[src/design/kvt_pkg.sv]
// Shared types, constants and helpers for the key/value tag tokenizer.
`default_nettype none
package kvt_pkg;

  localparam int MAX_LEN_DEFAULT = 4096;
  localparam int QUEUE_DEPTH_DEFAULT = 4;

  localparam int CHAR_W = 16;
  localparam int POS_W = 12;

  // configuration register indexes
  localparam int CFG_INDEX_W = 1;
  localparam logic [CFG_INDEX_W-1:0] REG_EQUALS = 1'd0;
  localparam logic [CFG_INDEX_W-1:0] REG_SEPARATOR = 1'd1;

  localparam logic [CHAR_W-1:0] EQUALS_RESET = 16'd61;
  localparam logic [CHAR_W-1:0] SEPARATOR_RESET = 16'd44;

  localparam logic [CHAR_W-1:0] CH_NUL = 16'h0000;
  localparam logic [CHAR_W-1:0] CH_SPACE = 16'h0020;
  localparam logic [CHAR_W-1:0] CH_CR = 16'h000D;
  localparam logic [CHAR_W-1:0] CH_LF = 16'h000A;
  localparam logic [CHAR_W-1:0] CH_TAB = 16'h0009;
  localparam logic [CHAR_W-1:0] CH_DQUOTE = 16'h0022;
  localparam logic [CHAR_W-1:0] CH_SQUOTE = 16'h0027;

  // result status codes
  localparam logic [1:0] ST_PAIR = 2'd0;
  localparam logic [1:0] ST_END = 2'd1;
  localparam logic [1:0] ST_OPEN_QUOTE = 2'd2;
  localparam logic [1:0] ST_NO_EQUALS = 2'd3;

  // quote kinds
  localparam logic [1:0] Q_NONE = 2'd0;
  localparam logic [1:0] Q_DOUBLE = 2'd1;
  localparam logic [1:0] Q_SINGLE = 2'd2;

  typedef enum logic [5:0] {
    PH_NAME_SKIP   = 6'b000001,
    PH_NAME        = 6'b000010,
    PH_VALUE_SKIP  = 6'b000100,
    PH_QUOTED      = 6'b001000,
    PH_AFTER_QUOTE = 6'b010000,
    PH_UNQUOTED    = 6'b100000
  } phase_t;

  // one record per input that causes results: a pair, an end, or both
  typedef struct packed {
    logic             pair;
    logic             fin;
    logic [1:0]       fin_status;
    logic [POS_W-1:0] name_begin;
    logic [POS_W-1:0] name_trim_end;
    logic [POS_W-1:0] value_begin;
    logic [POS_W-1:0] value_trim_end;
    logic [1:0]       quote;
    logic             overflow;
  } event_t;

  function automatic logic is_lead_ws(input logic [CHAR_W-1:0] c);
    return (c == CH_SPACE) || (c == CH_CR) || (c == CH_LF) || (c == CH_TAB);
  endfunction

  function automatic logic is_trail_ws(input logic [CHAR_W-1:0] c);
    return (c == CH_SPACE) || (c == CH_CR) || (c == CH_TAB);
  endfunction

endpackage
`default_nettype wire

[src/design/kvt_front.sv]
// Front end: takes characters, runs the pair parser and emits result events.
`default_nettype none
module kvt_front #(
  parameter int MAX_LEN = kvt_pkg::MAX_LEN_DEFAULT
) (
  input  wire logic                             clk,
  input  wire logic                             rst,
  input  wire logic                             in_valid,
  output logic                                  in_ready,
  input  wire logic [kvt_pkg::CHAR_W-1:0]       ch,
  input  wire logic                             cfg_valid,
  input  wire logic [kvt_pkg::CFG_INDEX_W-1:0]  cfg_index,
  input  wire logic [kvt_pkg::CHAR_W-1:0]       cfg_data,
  input  wire logic                             queue_full,
  output logic                                  push,
  output kvt_pkg::event_t                       push_event
);

  localparam int CAP_INT = ((MAX_LEN < 4096) ? MAX_LEN : 4096) - 1;
  localparam logic [kvt_pkg::POS_W-1:0] POS_CAP = kvt_pkg::POS_W'(CAP_INT);

  logic [kvt_pkg::CHAR_W-1:0] equals_char;
  logic [kvt_pkg::CHAR_W-1:0] separator_char;

  kvt_pkg::phase_t            phase, phase_next;
  logic [kvt_pkg::POS_W-1:0]  position, position_next;
  logic [kvt_pkg::POS_W-1:0]  name_begin, name_begin_next;
  logic [kvt_pkg::POS_W-1:0]  name_trim_end, name_trim_end_next;
  logic [kvt_pkg::POS_W-1:0]  value_begin, value_begin_next;
  logic [kvt_pkg::POS_W-1:0]  value_trim_end, value_trim_end_next;
  logic [1:0]                 quote_kind, quote_kind_next;
  logic                       overflow_seen, overflow_seen_next;

  logic                       accept;
  logic                       at_cap;
  logic [kvt_pkg::POS_W-1:0]  pos_inc;
  logic                       emit_pair, emit_fin;
  logic [1:0]                 fin_status;
  logic                       close_quote;

  assign in_ready = !queue_full;
  assign accept = in_valid && in_ready;
  assign at_cap = (position >= POS_CAP);
  assign pos_inc = at_cap ? POS_CAP : position + 1'b1;
  assign close_quote = ((quote_kind == kvt_pkg::Q_DOUBLE) && (ch == kvt_pkg::CH_DQUOTE)) ||
                       ((quote_kind != kvt_pkg::Q_DOUBLE) && (ch == kvt_pkg::CH_SQUOTE));

  always_comb begin
    phase_next = phase;
    position_next = position;
    name_begin_next = name_begin;
    name_trim_end_next = name_trim_end;
    value_begin_next = value_begin;
    value_trim_end_next = value_trim_end;
    quote_kind_next = quote_kind;
    overflow_seen_next = overflow_seen;
    emit_pair = 1'b0;
    emit_fin = 1'b0;
    fin_status = kvt_pkg::ST_END;

    if (ch == kvt_pkg::CH_NUL) begin
      emit_fin = 1'b1;
      unique case (phase) inside
        kvt_pkg::PH_NAME: fin_status = kvt_pkg::ST_NO_EQUALS;
        kvt_pkg::PH_QUOTED: fin_status = kvt_pkg::ST_OPEN_QUOTE;
        kvt_pkg::PH_VALUE_SKIP: begin
          // empty value at end of string
          value_begin_next = position;
          value_trim_end_next = position;
          quote_kind_next = kvt_pkg::Q_NONE;
          emit_pair = 1'b1;
        end
        kvt_pkg::PH_AFTER_QUOTE, kvt_pkg::PH_UNQUOTED: emit_pair = 1'b1;
        default: fin_status = kvt_pkg::ST_END;
      endcase
    end else begin
      unique case (phase)
        kvt_pkg::PH_NAME: begin
          if (ch == equals_char) begin
            phase_next = kvt_pkg::PH_VALUE_SKIP;
          end else if (!kvt_pkg::is_trail_ws(ch)) begin
            name_trim_end_next = pos_inc;
          end
        end
        kvt_pkg::PH_VALUE_SKIP: begin
          if (kvt_pkg::is_lead_ws(ch)) begin
            phase_next = phase;
          end else if ((ch == kvt_pkg::CH_DQUOTE) || (ch == kvt_pkg::CH_SQUOTE)) begin
            quote_kind_next = (ch == kvt_pkg::CH_DQUOTE) ? kvt_pkg::Q_DOUBLE : kvt_pkg::Q_SINGLE;
            value_begin_next = pos_inc;
            value_trim_end_next = pos_inc;
            phase_next = kvt_pkg::PH_QUOTED;
          end else if (ch == separator_char) begin
            quote_kind_next = kvt_pkg::Q_NONE;
            value_begin_next = position;
            value_trim_end_next = position;
            emit_pair = 1'b1;
            phase_next = kvt_pkg::PH_NAME_SKIP;
          end else begin
            quote_kind_next = kvt_pkg::Q_NONE;
            value_begin_next = position;
            value_trim_end_next = pos_inc;
            phase_next = kvt_pkg::PH_UNQUOTED;
          end
        end
        kvt_pkg::PH_QUOTED: begin
          if (close_quote) begin
            value_trim_end_next = position;
            phase_next = kvt_pkg::PH_AFTER_QUOTE;
          end
        end
        kvt_pkg::PH_AFTER_QUOTE: begin
          if (ch == separator_char) begin
            emit_pair = 1'b1;
            phase_next = kvt_pkg::PH_NAME_SKIP;
          end
        end
        kvt_pkg::PH_UNQUOTED: begin
          if (ch == separator_char) begin
            emit_pair = 1'b1;
            phase_next = kvt_pkg::PH_NAME_SKIP;
          end else if (!kvt_pkg::is_trail_ws(ch)) begin
            value_trim_end_next = pos_inc;
          end
        end
        default: begin
          if (kvt_pkg::is_lead_ws(ch)) begin
            phase_next = kvt_pkg::PH_NAME_SKIP;
          end else begin
            name_begin_next = position;
            if (ch == equals_char) begin
              name_trim_end_next = position;
              phase_next = kvt_pkg::PH_VALUE_SKIP;
            end else begin
              name_trim_end_next = pos_inc;
              phase_next = kvt_pkg::PH_NAME;
            end
          end
        end
      endcase
      if (at_cap) begin
        overflow_seen_next = 1'b1;
      end else begin
        position_next = position + 1'b1;
      end
    end
  end

  // event carries the pair fields as updated by this character
  always_comb begin
    push = accept && (emit_pair || emit_fin);
    push_event.pair = emit_pair;
    push_event.fin = emit_fin;
    push_event.fin_status = fin_status;
    push_event.name_begin = name_begin_next;
    push_event.name_trim_end = name_trim_end_next;
    push_event.value_begin = value_begin_next;
    push_event.value_trim_end = value_trim_end_next;
    push_event.quote = quote_kind_next;
    push_event.overflow = overflow_seen;
  end

  always_ff @(posedge clk) begin
    if (rst) begin
      equals_char <= kvt_pkg::EQUALS_RESET;
      separator_char <= kvt_pkg::SEPARATOR_RESET;
    end else if (cfg_valid) begin
      unique case (cfg_index)
        kvt_pkg::REG_EQUALS: equals_char <= cfg_data;
        kvt_pkg::REG_SEPARATOR: separator_char <= cfg_data;
        default: equals_char <= equals_char;
      endcase
    end
  end

  always_ff @(posedge clk) begin
    if (rst || (accept && emit_fin)) begin
      phase <= kvt_pkg::PH_NAME_SKIP;
      position <= '0;
      name_begin <= '0;
      name_trim_end <= '0;
      value_begin <= '0;
      value_trim_end <= '0;
      quote_kind <= kvt_pkg::Q_NONE;
      overflow_seen <= 1'b0;
    end else if (accept) begin
      phase <= phase_next;
      position <= position_next;
      name_begin <= name_begin_next;
      name_trim_end <= name_trim_end_next;
      value_begin <= value_begin_next;
      value_trim_end <= value_trim_end_next;
      quote_kind <= quote_kind_next;
      overflow_seen <= overflow_seen_next;
    end
  end

endmodule
`default_nettype wire

[src/design/kvt_queue.sv]
// Small event queue between the parser front end and the result back end.
`default_nettype none
module kvt_queue #(
  parameter int DEPTH = kvt_pkg::QUEUE_DEPTH_DEFAULT
) (
  input  wire logic             clk,
  input  wire logic             rst,
  input  wire logic             push,
  input  wire kvt_pkg::event_t  push_event,
  input  wire logic             pop,
  output kvt_pkg::event_t       head,
  output logic                  empty,
  output logic                  full
);

  localparam int PTR_W = (DEPTH > 1) ? $clog2(DEPTH) : 1;
  localparam int CNT_W = $clog2(DEPTH + 1);
  localparam logic [PTR_W-1:0] LAST_SLOT = PTR_W'(DEPTH - 1);
  localparam logic [CNT_W-1:0] FULL_COUNT = CNT_W'(DEPTH);

  kvt_pkg::event_t   mem [DEPTH];
  logic [PTR_W-1:0]  wr_ptr;
  logic [PTR_W-1:0]  rd_ptr;
  logic [CNT_W-1:0]  count;

  assign empty = (count == '0);
  assign full = (count == FULL_COUNT);
  assign head = mem[rd_ptr];

  always_ff @(posedge clk) begin
    if (push) begin
      mem[wr_ptr] <= push_event;
    end
  end

  always_ff @(posedge clk) begin
    if (rst) begin
      wr_ptr <= '0;
      rd_ptr <= '0;
      count <= '0;
    end else begin
      if (push) begin
        wr_ptr <= (wr_ptr == LAST_SLOT) ? '0 : wr_ptr + 1'b1;
      end
      if (pop) begin
        rd_ptr <= (rd_ptr == LAST_SLOT) ? '0 : rd_ptr + 1'b1;
      end
      if (push && !pop) begin
        count <= count + 1'b1;
      end else if (pop && !push) begin
        count <= count - 1'b1;
      end
    end
  end

endmodule
`default_nettype wire

[src/design/kvt_back.sv]
// Back end: expands queued events into result transfers on an output register.
`default_nettype none
module kvt_back (
  input  wire logic                       clk,
  input  wire logic                       rst,
  input  wire kvt_pkg::event_t            head,
  input  wire logic                       empty,
  output logic                            pop,
  output logic                            out_valid,
  input  wire logic                       out_ready,
  output logic [1:0]                      status,
  output logic [kvt_pkg::POS_W-1:0]       name_start,
  output logic [kvt_pkg::POS_W-1:0]       name_chars,
  output logic [kvt_pkg::POS_W-1:0]       value_start,
  output logic [kvt_pkg::POS_W-1:0]       value_chars,
  output logic [1:0]                      quoted,
  output logic                            overflow,
  output logic                            last
);

  logic                      second;    // pair already sent, end result next
  logic                      load;
  logic                      give_pair;
  logic                      two_results;
  logic [kvt_pkg::POS_W-1:0] nl, vl;

  assign load = !out_valid || out_ready;
  assign two_results = head.pair && head.fin;
  assign give_pair = head.pair && !second;
  assign pop = load && !empty && !(two_results && !second);

  assign nl = (head.name_trim_end >= head.name_begin) ?
              head.name_trim_end - head.name_begin : '0;
  assign vl = (head.value_trim_end >= head.value_begin) ?
              head.value_trim_end - head.value_begin : '0;

  always_ff @(posedge clk) begin
    if (rst) begin
      out_valid <= 1'b0;
      second <= 1'b0;
    end else if (load) begin
      out_valid <= !empty;
      if (!empty) begin
        second <= two_results && !second;
      end
    end
  end

  always_ff @(posedge clk) begin
    if (load && !empty) begin
      overflow <= head.overflow;
      if (give_pair) begin
        status <= kvt_pkg::ST_PAIR;
        name_start <= head.name_begin;
        name_chars <= nl;
        value_start <= head.value_begin;
        value_chars <= vl;
        quoted <= head.quote;
        last <= !head.fin;
      end else begin
        status <= head.fin_status;
        name_start <= '0;
        name_chars <= '0;
        value_start <= '0;
        value_chars <= '0;
        quoted <= kvt_pkg::Q_NONE;
        last <= 1'b1;
      end
    end
  end

endmodule
`default_nettype wire

[src/design/key_value_tag_tokenizer.sv]
// Top level of the key/value tag tokenizer: front parser, event queue, result back end.
// Input channel (in_valid/in_ready/ch): one 16-bit character per transfer; a zero
//   ends the string and the next character is offset zero again.
// Output channel (out_valid/out_ready): one result per transfer, either a pair
//   (status 0) with name/value offsets and lengths or an end status (1 clean,
//   2 open quote, 3 text without equals); last marks the final result of a character.
// Config channel (cfg_valid/cfg_ready/cfg_index/cfg_data): equals_char at index 0,
//   separator_char at index 1; always ready, write only while idle.
// Path: a result's event enters the queue, then loads into the output register.
// Throughput: one character per cycle while in_ready is high; the parser state is
//   updated per accepted character; a zero closing a pair yields two transfers.
// Reset: rst (synchronous) empties the queue, drops out_valid, returns the parser
//   to skipping whitespace at offset zero and loads '=' and ',' as delimiters.
// Stall: while out_ready is low the output register holds; up to QUEUE_DEPTH events
//   queue behind it, then in_ready drops until the back end drains.
`default_nettype none
module key_value_tag_tokenizer #(
  parameter int MAX_LEN = kvt_pkg::MAX_LEN_DEFAULT,
  parameter int QUEUE_DEPTH = kvt_pkg::QUEUE_DEPTH_DEFAULT
) (
  input  wire logic                             clk,
  input  wire logic                             rst,
  input  wire logic                             in_valid,
  output logic                                  in_ready,
  input  wire logic [kvt_pkg::CHAR_W-1:0]       ch,
  output logic                                  out_valid,
  input  wire logic                             out_ready,
  output logic [1:0]                            status,
  output logic [kvt_pkg::POS_W-1:0]             name_start,
  output logic [kvt_pkg::POS_W-1:0]             name_chars,
  output logic [kvt_pkg::POS_W-1:0]             value_start,
  output logic [kvt_pkg::POS_W-1:0]             value_chars,
  output logic [1:0]                            quoted,
  output logic                                  overflow,
  output logic                                  last,
  input  wire logic                             cfg_valid,
  output logic                                  cfg_ready,
  input  wire logic [kvt_pkg::CFG_INDEX_W-1:0]  cfg_index,
  input  wire logic [kvt_pkg::CHAR_W-1:0]       cfg_data
);

  kvt_pkg::event_t push_event;
  kvt_pkg::event_t head;
  logic            push;
  logic            pop;
  logic            empty;
  logic            full;

  // registers are plain flops, so a write never has to wait
  assign cfg_ready = 1'b1;

  // parser: one character per cycle unless the queue is full, pushes an event when results are due
  kvt_front #(
    .MAX_LEN(MAX_LEN)
  ) u_front (
    .clk(clk),
    .rst(rst),
    .in_valid(in_valid),
    .in_ready(in_ready),
    .ch(ch),
    .cfg_valid(cfg_valid),
    .cfg_index(cfg_index),
    .cfg_data(cfg_data),
    .queue_full(full),
    .push(push),
    .push_event(push_event)
  );

  // decouples parser from output stalls
  kvt_queue #(
    .DEPTH(QUEUE_DEPTH)
  ) u_queue (
    .clk(clk),
    .rst(rst),
    .push(push),
    .push_event(push_event),
    .pop(pop),
    .head(head),
    .empty(empty),
    .full(full)
  );

  // expands each event into one or two result transfers
  kvt_back u_back (
    .clk(clk),
    .rst(rst),
    .head(head),
    .empty(empty),
    .pop(pop),
    .out_valid(out_valid),
    .out_ready(out_ready),
    .status(status),
    .name_start(name_start),
    .name_chars(name_chars),
    .value_start(value_start),
    .value_chars(value_chars),
    .quoted(quoted),
    .overflow(overflow),
    .last(last)
  );

endmodule
`default_nettype wire

[config.mk]
export PLATFORM = sky130hd
export DESIGN_NAME = key_value_tag_tokenizer
export DESIGN_NICKNAME = d
export VERILOG_FILES = /design/src/design/kvt_pkg.sv /design/src/design/kvt_front.sv /design/src/design/kvt_queue.sv /design/src/design/kvt_back.sv /design/src/design/key_value_tag_tokenizer.sv
export SDC_FILE = /design/constraint.sdc
export NUM_CORES = 1
export LEC_CHECK = 0
export ABC_CLOCK_PERIOD_IN_PS = 13100
export BUFFER_PORTS_ARGS = -buffer_cell sky130_fd_sc_hd__buf_4
export CORE_UTILIZATION = 40
export CTS_CLUSTER_SIZE = 40
export DETAILED_ROUTE_END_ITERATION = 10
export PLACE_DENSITY = 0.64
export SLEW_MARGIN = 20
export SYNTH_ARGS = -nofsm -noshare
export SYNTH_HDL_FRONTEND = slang
export SYNTH_HIERARCHICAL = 1
export SYNTH_SLANG_ARGS = --single-unit
[constraint.sdc]
create_clock -name clk -period 13.1 [get_ports clk]
set_input_delay 1.31 -clock clk [delete_from_list [all_inputs] [get_ports clk]]
set_output_delay 1.31 -clock clk [all_outputs]
set_load 0.005 [all_outputs]
# ---- Word-level counts from Yosys, hierarchy flattened
# Memory sizes are Yosys's and may differ from the RTL's. A register that Yosys moved wholly into a read port is not among the register bits.
# Cells that the tools add are included.
dict set report totals {
  register_bits 164
  ram_bits 220
  in_bits 38
  output_inout_bits 57
  wordCells 160
  memories 1
}
# name words word_bits rd rd_ports_with_merged_regs wr line_no
set memory_table {}
lappend memory_table {u_queue.mem 4 55 1 1 1 kvt_queue.sv:21} ;# kvt_pkg::event_t mem [DEPTH];
dict set report op_classes {
  addsub 7
  n_lt_le_gt_ge 3
  n_eq_ne 22
  mux 56
  bitwise_logic 4
  n_reduce_logical 44
}
# operator count
set op_table {}
lappend op_table {{$mux 12} 22}
lappend op_table {{$eq 16x4->1 const B} 3}
lappend op_table {{$eq 16x6->1 const B} 3}
lappend op_table {{$mux 6} 7}
lappend op_table {{$pmux 12 s3} 1}
lappend op_table {{$eq 16x16->1} 2}
lappend op_table {{$ge 12x12->1} 2}
lappend op_table {{$pmux 12 s2} 1}
lappend op_table {{$pmux 6 s4} 1}
lappend op_table {{$sub 12x12->12} 2}
lappend op_table {{$mux 2} 11}
lappend op_table {{$logic_not 16->1} 1}
lappend op_table {{$add 12x1->12 const B} 1}
lappend op_table {{$ge 12x12->1 const B} 1}
lappend op_table {{$logic_and 1x1->1} 12}
lappend op_table {{$reduce_and 2->1} 5}
lappend op_table {{$logic_or 1x1->1} 9}
lappend op_table {{$mux 3} 3}
lappend op_table {{$logic_not 1->1} 8}
lappend op_table {{$mux 1} 8}
lappend op_table {{$eq 6x2->1 const B} 1}
lappend op_table {{$eq 6x3->1 const B} 1}
lappend op_table {{$eq 6x4->1 const B} 1}
lappend op_table {{$eq 6x5->1 const B} 1}
lappend op_table {{20 further kinds} 29}

# ---- Logic depth before layout (Yosys ltp)
dict set report logic_depth {
  depth_word 13
  ltp_mapped 16
  ltp_nobuf 12
}

# ---- Hierarchy
# The synthesis kept the hierarchy.
# mod instances cells_per_inst area_per_inst_um2 seq_area_each_um2
set modules_own_cells {}
lappend modules_own_cells {kvt_queue 1 331 8445.6 6786.5}
lappend modules_own_cells {kvt_front 1 860 6331.1 2021.9}
lappend modules_own_cells {kvt_back 1 324 3414.5 1661.6}
lappend modules_own_cells {key_value_tag_tokenizer 1 2 11.3 0.0}

# ---- Least setup slack after synthesis
# OpenSTA, ideal clock, no wires.
dict set report synth_timing {
  path_kind {input to register}
  from {in out_ready}
  to {reg u_queue.count[2]}
  setup_time_ns 0.070
  arrival_time_ns 5.304
  required_ns 13.030
  path_slack_ns 7.726
  cell_stages 10
  n_path_buf 0
  cell_sequence {nand2b_1 nor2b_1 and2_1 inv_1 ha_1 inv_1 fa_1 xor2_1 or3_1 a21oi_1}
}
dict set report synth_between {
  elab_chain_cells 6
  word_cells_on_any_way 8
  classes_between {mux: 1; reduce/logical: 7}
}
# element line_no
set synth_rtl {}
lappend synth_rtl {{start, declared} key_value_tag_tokenizer.sv:27} ;# input wire logic out_ready,
lappend synth_rtl {{$logic_or 1x1->1 *} kvt_back.sv:27} ;# assign load = !out_valid || out_ready;
lappend synth_rtl {{$logic_and 1x1->1 * (2 in series)} kvt_back.sv:30} ;# assign pop = load && !empty && !(two_results && !second);
lappend synth_rtl {{named net pop} key_value_tag_tokenizer.sv:45} ;# logic pop;
lappend synth_rtl {{$logic_not 1->1} kvt_queue.sv:48} ;# if (push && !pop) begin
lappend synth_rtl {{$logic_and 1x1->1} kvt_queue.sv:48}
lappend synth_rtl {{$mux 3 / $reduce_bool 2->1 (equally long branches)} -}
lappend synth_rtl {{end signal, assigned} kvt_queue.sv:49} ;# count <= count + 1'b1;
lappend synth_rtl {{end signal, assigned} kvt_queue.sv:51} ;# count <= count - 1'b1;
lappend synth_rtl {{end, declared} kvt_queue.sv:24} ;# logic [CNT_W-1:0] count;
# The timed path passes the listed nets; every way through them passes the cells marked *.
# A chain may end at the register's enable or synchronous reset.

# ---- Worst setup path after layout
dict set report layout_timing {
  from {in ch[8] in the netlist's numbering}
  to {reg u_queue.count[2]}
}
dict set report layout_between {
  elab_chain_cells 12
  word_cells_on_any_way 25
  classes_between {eq/ne: 7; mux: 7; reduce/logical: 11}
}
# element line_no
set layout_rtl {}
lappend layout_rtl {{start, declared} key_value_tag_tokenizer.sv:25} ;# input wire logic [kvt_pkg::CHAR_W-1:0] ch,
lappend layout_rtl {{$eq 16x6->1 / $eq 16x4->1 (equally long branches)} kvt_pkg.sv:61} ;# return (c == CH_SPACE) || (c == CH_CR) || (c == CH_LF) || (c == CH_TAB);
lappend layout_rtl {{$logic_or 1x1->1 (3 in series)} kvt_pkg.sv:61}
lappend layout_rtl {{$mux 1} kvt_front.sv:86} ;# if (kvt_pkg::is_lead_ws(ch)) begin
lappend layout_rtl {{$pmux 1 s2} kvt_front.sv:77} ;# unique case (phase)
lappend layout_rtl {{$mux 1} kvt_front.sv:61} ;# if (ch == kvt_pkg::CH_NUL) begin
lappend layout_rtl {{$logic_or 1x1->1 *} kvt_front.sv:151} ;# push = accept && (emit_pair || emit_fin);
lappend layout_rtl {{$logic_and 1x1->1 *} kvt_front.sv:151}
lappend layout_rtl {{named net push} key_value_tag_tokenizer.sv:44} ;# logic push;
lappend layout_rtl {{$logic_not 1->1} kvt_queue.sv:50} ;# end else if (pop && !push) begin
lappend layout_rtl {{$logic_and 1x1->1} kvt_queue.sv:50}
lappend layout_rtl {{$reduce_bool 2->1 (no line)} -}
# Marked as above.

==> impl_metrics.yaml <==
timing:
  skew_ns: 0.02657
  worst_slack_ns: 8.160
  post-route-min-period_ns: 4.940
  hold_viol_final: 0
  setup_viol: 0
  tns_ns: 0
  finalMaxSlewViolations: 0
  tightest_slew_ns: 1.068
  rsz0062_at_grt: "no"
  relSlewSlack_pct: 28.80
  fmax_mhz: 202.4
  fin_crit_sh_pct: 37.71
layout:
  fin_cells: 2200
  final_core_util_pct: 46.48
  final_common_cell: "edfxtp_1"
  final_net_count: 1647
  syn_to_final_growth_pct: 13.66
  layout_common_cells: "edfxtp_1, nand2_1, nor2_1"
  n_antenna_cell: 0
  drive_above_1_share_pct: 18.22
route:
  via_per_inst: 5.617
  routed_wl_um: 42520
  antenna_left: 0
  drt_pass1_iterations: 5
  wl_per_cell_um: 19.33
  vias: 12360
  drt_iter0_markers: 895
  drc_errors: 0
logic_synthesis:
  yosysSeqAreaShare_pct: 57.52
  synth_edf_count: 274
  synth_top_area_share_pct: 45.20
  ys_types: 89
  postSynth.asyncResetShare_pct: 0
  synth.largest_area_cell: "edfxtp_1"
  synth_warnings: 6
  synth_fp_nets: 1589
  synth_seq_cells: 386
  avgSynthCellArea_um2: 12.00
  synth_flop_cell: "edfxtp_1"
  syn_inst: 1517
  syn-cell-area_mm2: 0.01820
  synth_area_leaders: "edfxtp_1, dfxtp_1, mux4_2"
clock_tree:
  worstSkewPairLatency_ns: 0.57
  cts_tree: "yes"
  htree_num_levels: 2
  cts_setup_buffers: 0
  cts_max_path_buffers: 3
  cts_made_buffers: 42
  clock-sinks: 386
  cts_hold_buf: 0
  cts-root-buf: "clkbuf_16"
  clkTransAtPathRegs_ns: 0.06
  ctsResizeCount: 0
global_route:
  grt_max_degree: 64
  grt_pass1_wl_um: 67220
  grt_pass1_vias: 12050
  grt_use_total_pct: 18.41
  antenna_found_initial: 0
  grt-ovfl-total: 0
worst_setup_path:
  cp_slowest_cell: "or3_1"
  rr_worst_depth: 12
  rrSetupSlack_ns: 8.53
  critPathBufInv: 2
  crit_type: "in -> reg"
  crit_path_start_kind: "input pin"
  r2r-start: "u_front/phase[0]"
  reg2reg_to: "u_queue/count[2]"
  crit_required_ns: 13.59
  path_max_fanout: 32
  worstPathArrival_ns: 5.43
  cp-end-kind: "flip-flop"
  cp_top_family: "simple AND/OR/NAND/NOR gates"
  worstPathCellList: "buf_4, or4_1, nor4_1, or3_1, o21ai_0, a21oi_1, nor2_1, ha_1, inv_1, fa_1, xor2_1, or3_1, a21oi_1"
  cp_slowest_stage_delay_ns: 0.92
floorplanning:
  initial_core_util_pct: 40.90
  rows: 77
  die_h_um: 215.3
  die_area_mm2: 0.04636
  die_x_um: 215.3
  num_io_pins: 95
  core_area_mm2: 0.04451
placed_design:
  dp_cells: 2123
  dp_slack_ns: 7.619
  dp_hpwl_um: 27550
  place_congestion: 0.8824
  portBuffers: 93
pwr:
  p_leak_nw: 7.412
  powerDensity_mw_per_mm2: 145.2
  irDropWorstVdd_uv: 89.47
  design_power_total_mw: 3.005
outcome:
  status: "finished, final reports clean"
worst_hold_path:
  hold_path_startpoint: "u_front/value_begin[3]"
  whs_path_depth: 2
  min_path_type: "reg -> reg"
  hold_end: "u_front/value_begin[3]"
flow_run:
  cap_violations: 0
-- worst register-to-register path: stages, from the launching register on --
cell and delay [ns]:
dfxtp_1 0.36, nor4_1 0.36, nand3b_1 0.63, or3_1 1.01, o21ai_0 0.32, a21oi_1 0.11
nor2_1 0.42, ha_1 0.27, inv_1 0.07, fa_1 0.38, xor2_1 0.16, or3_1 0.30
a21oi_1 0.14
-- report_power, final --
part	leakage, nW	total, mW	switching [mW]	internal [mW]
clock network	0.687	1.20	0.478	0.723
registers	3.50	1.43	0.0396	1.39
logic	3.22	0.376	0.208	0.167
-- per-layer routing --
layer	wire length [µm]	GRT usage [%]	part of all wire, %
met3	2505	3.340	5.9
met4	1253	7.447	2.9
met1	18500	24.37	44
met2	20270	29.85	48
met5	0	0	0
-- sequential cells by signal, indices dropped and copies added (netlist names), 3 cells and up, named ones only --
signal / flops
u_front/name_trim_end: 12
u_front/value_trim_end: 12
u_front/equals_char: 16
u_back/value_chars: 12
u_front/separator_char: 16
u_front/phase: 6
u_queue/count: 3
u_queue/mem: 220
u_back/value_start: 12
u_back/name_chars: 12
u_front/name_begin: 12
u_front/value_begin: 12
u_back/name_start: 12
u_front/position: 12
-- kinds of logic (layout without fill, tap and decap cells) --
group / count (synthesis) / after routing / share of synthesized area (%)
flops: 386 / 386 / 57.52
mux: 98 / 98 / 9.417
compound gates: 304 / 304 / 11.16
simple gates: 510 / 510 / 13.43
xor+xnor: 45 / 45 / 2.165
fa+ha+maj: 34 / 34 / 2.461
buf+inv: 139 / 230 / 3.829
other cells: 1 / 1 / 0.02060
-- synth_stat cells, types with 21 or more instances --
library cell	count
a21oi_1	103
inv_1	44
nand2_1	176
dfxtp_1	112
mux2i_1	25
nor2_1	140
clkbuf_1	59
ha_1	31
nor3_1	42
xor2_1	42
edfxtp_1	274
a31oi_1	21
mux4_2	50
o21ai_0	58
nand3_1	25
-- how the worst max path moves through the flow --
stage | slack [ns] | startpoint | endpoint | depth (start not counted)
final | 8.16 | ch[8] | u_queue/count[2] | 13
after global routing | 7.85 | ch[8] | u_queue/count[2] | 13
after CTS | 8.22 | ch[8] | u_queue/count[2] | 13
after detailed placement | 7.62 | ch[8] | u_queue/count[2] | 13
after global placement | 7.81 | ch[8] | u_queue/count[2] | 13
after floorplan | 7.73 | out_ready | u_queue/count[2] | 10
-- stage by stage --
stage | instance area [µm²] | hold slack [ns]
after floorplan | 18200 | 0.4322
after detailed placement | 19270 | 0.4506
after CTS | 20670 | 0.4603
final | 20690 | 0.4585
after global routing | 20690 | 0.4808
after global placement | 19270 | 0.4426
-- area by class of cell --
cell class | instances | area, µm²
multi-input combinational | 992 | 7088
fill | 4044 | 23820
clock buffer | 54 | 1157
inverter | 45 | 168.9
timing repair buffer | 108 | 810.8
clock inverter | 23 | 249.0
tap | 592 | 740.7
sequential | 386 | 10480
(Power assumes the default switching activity.)
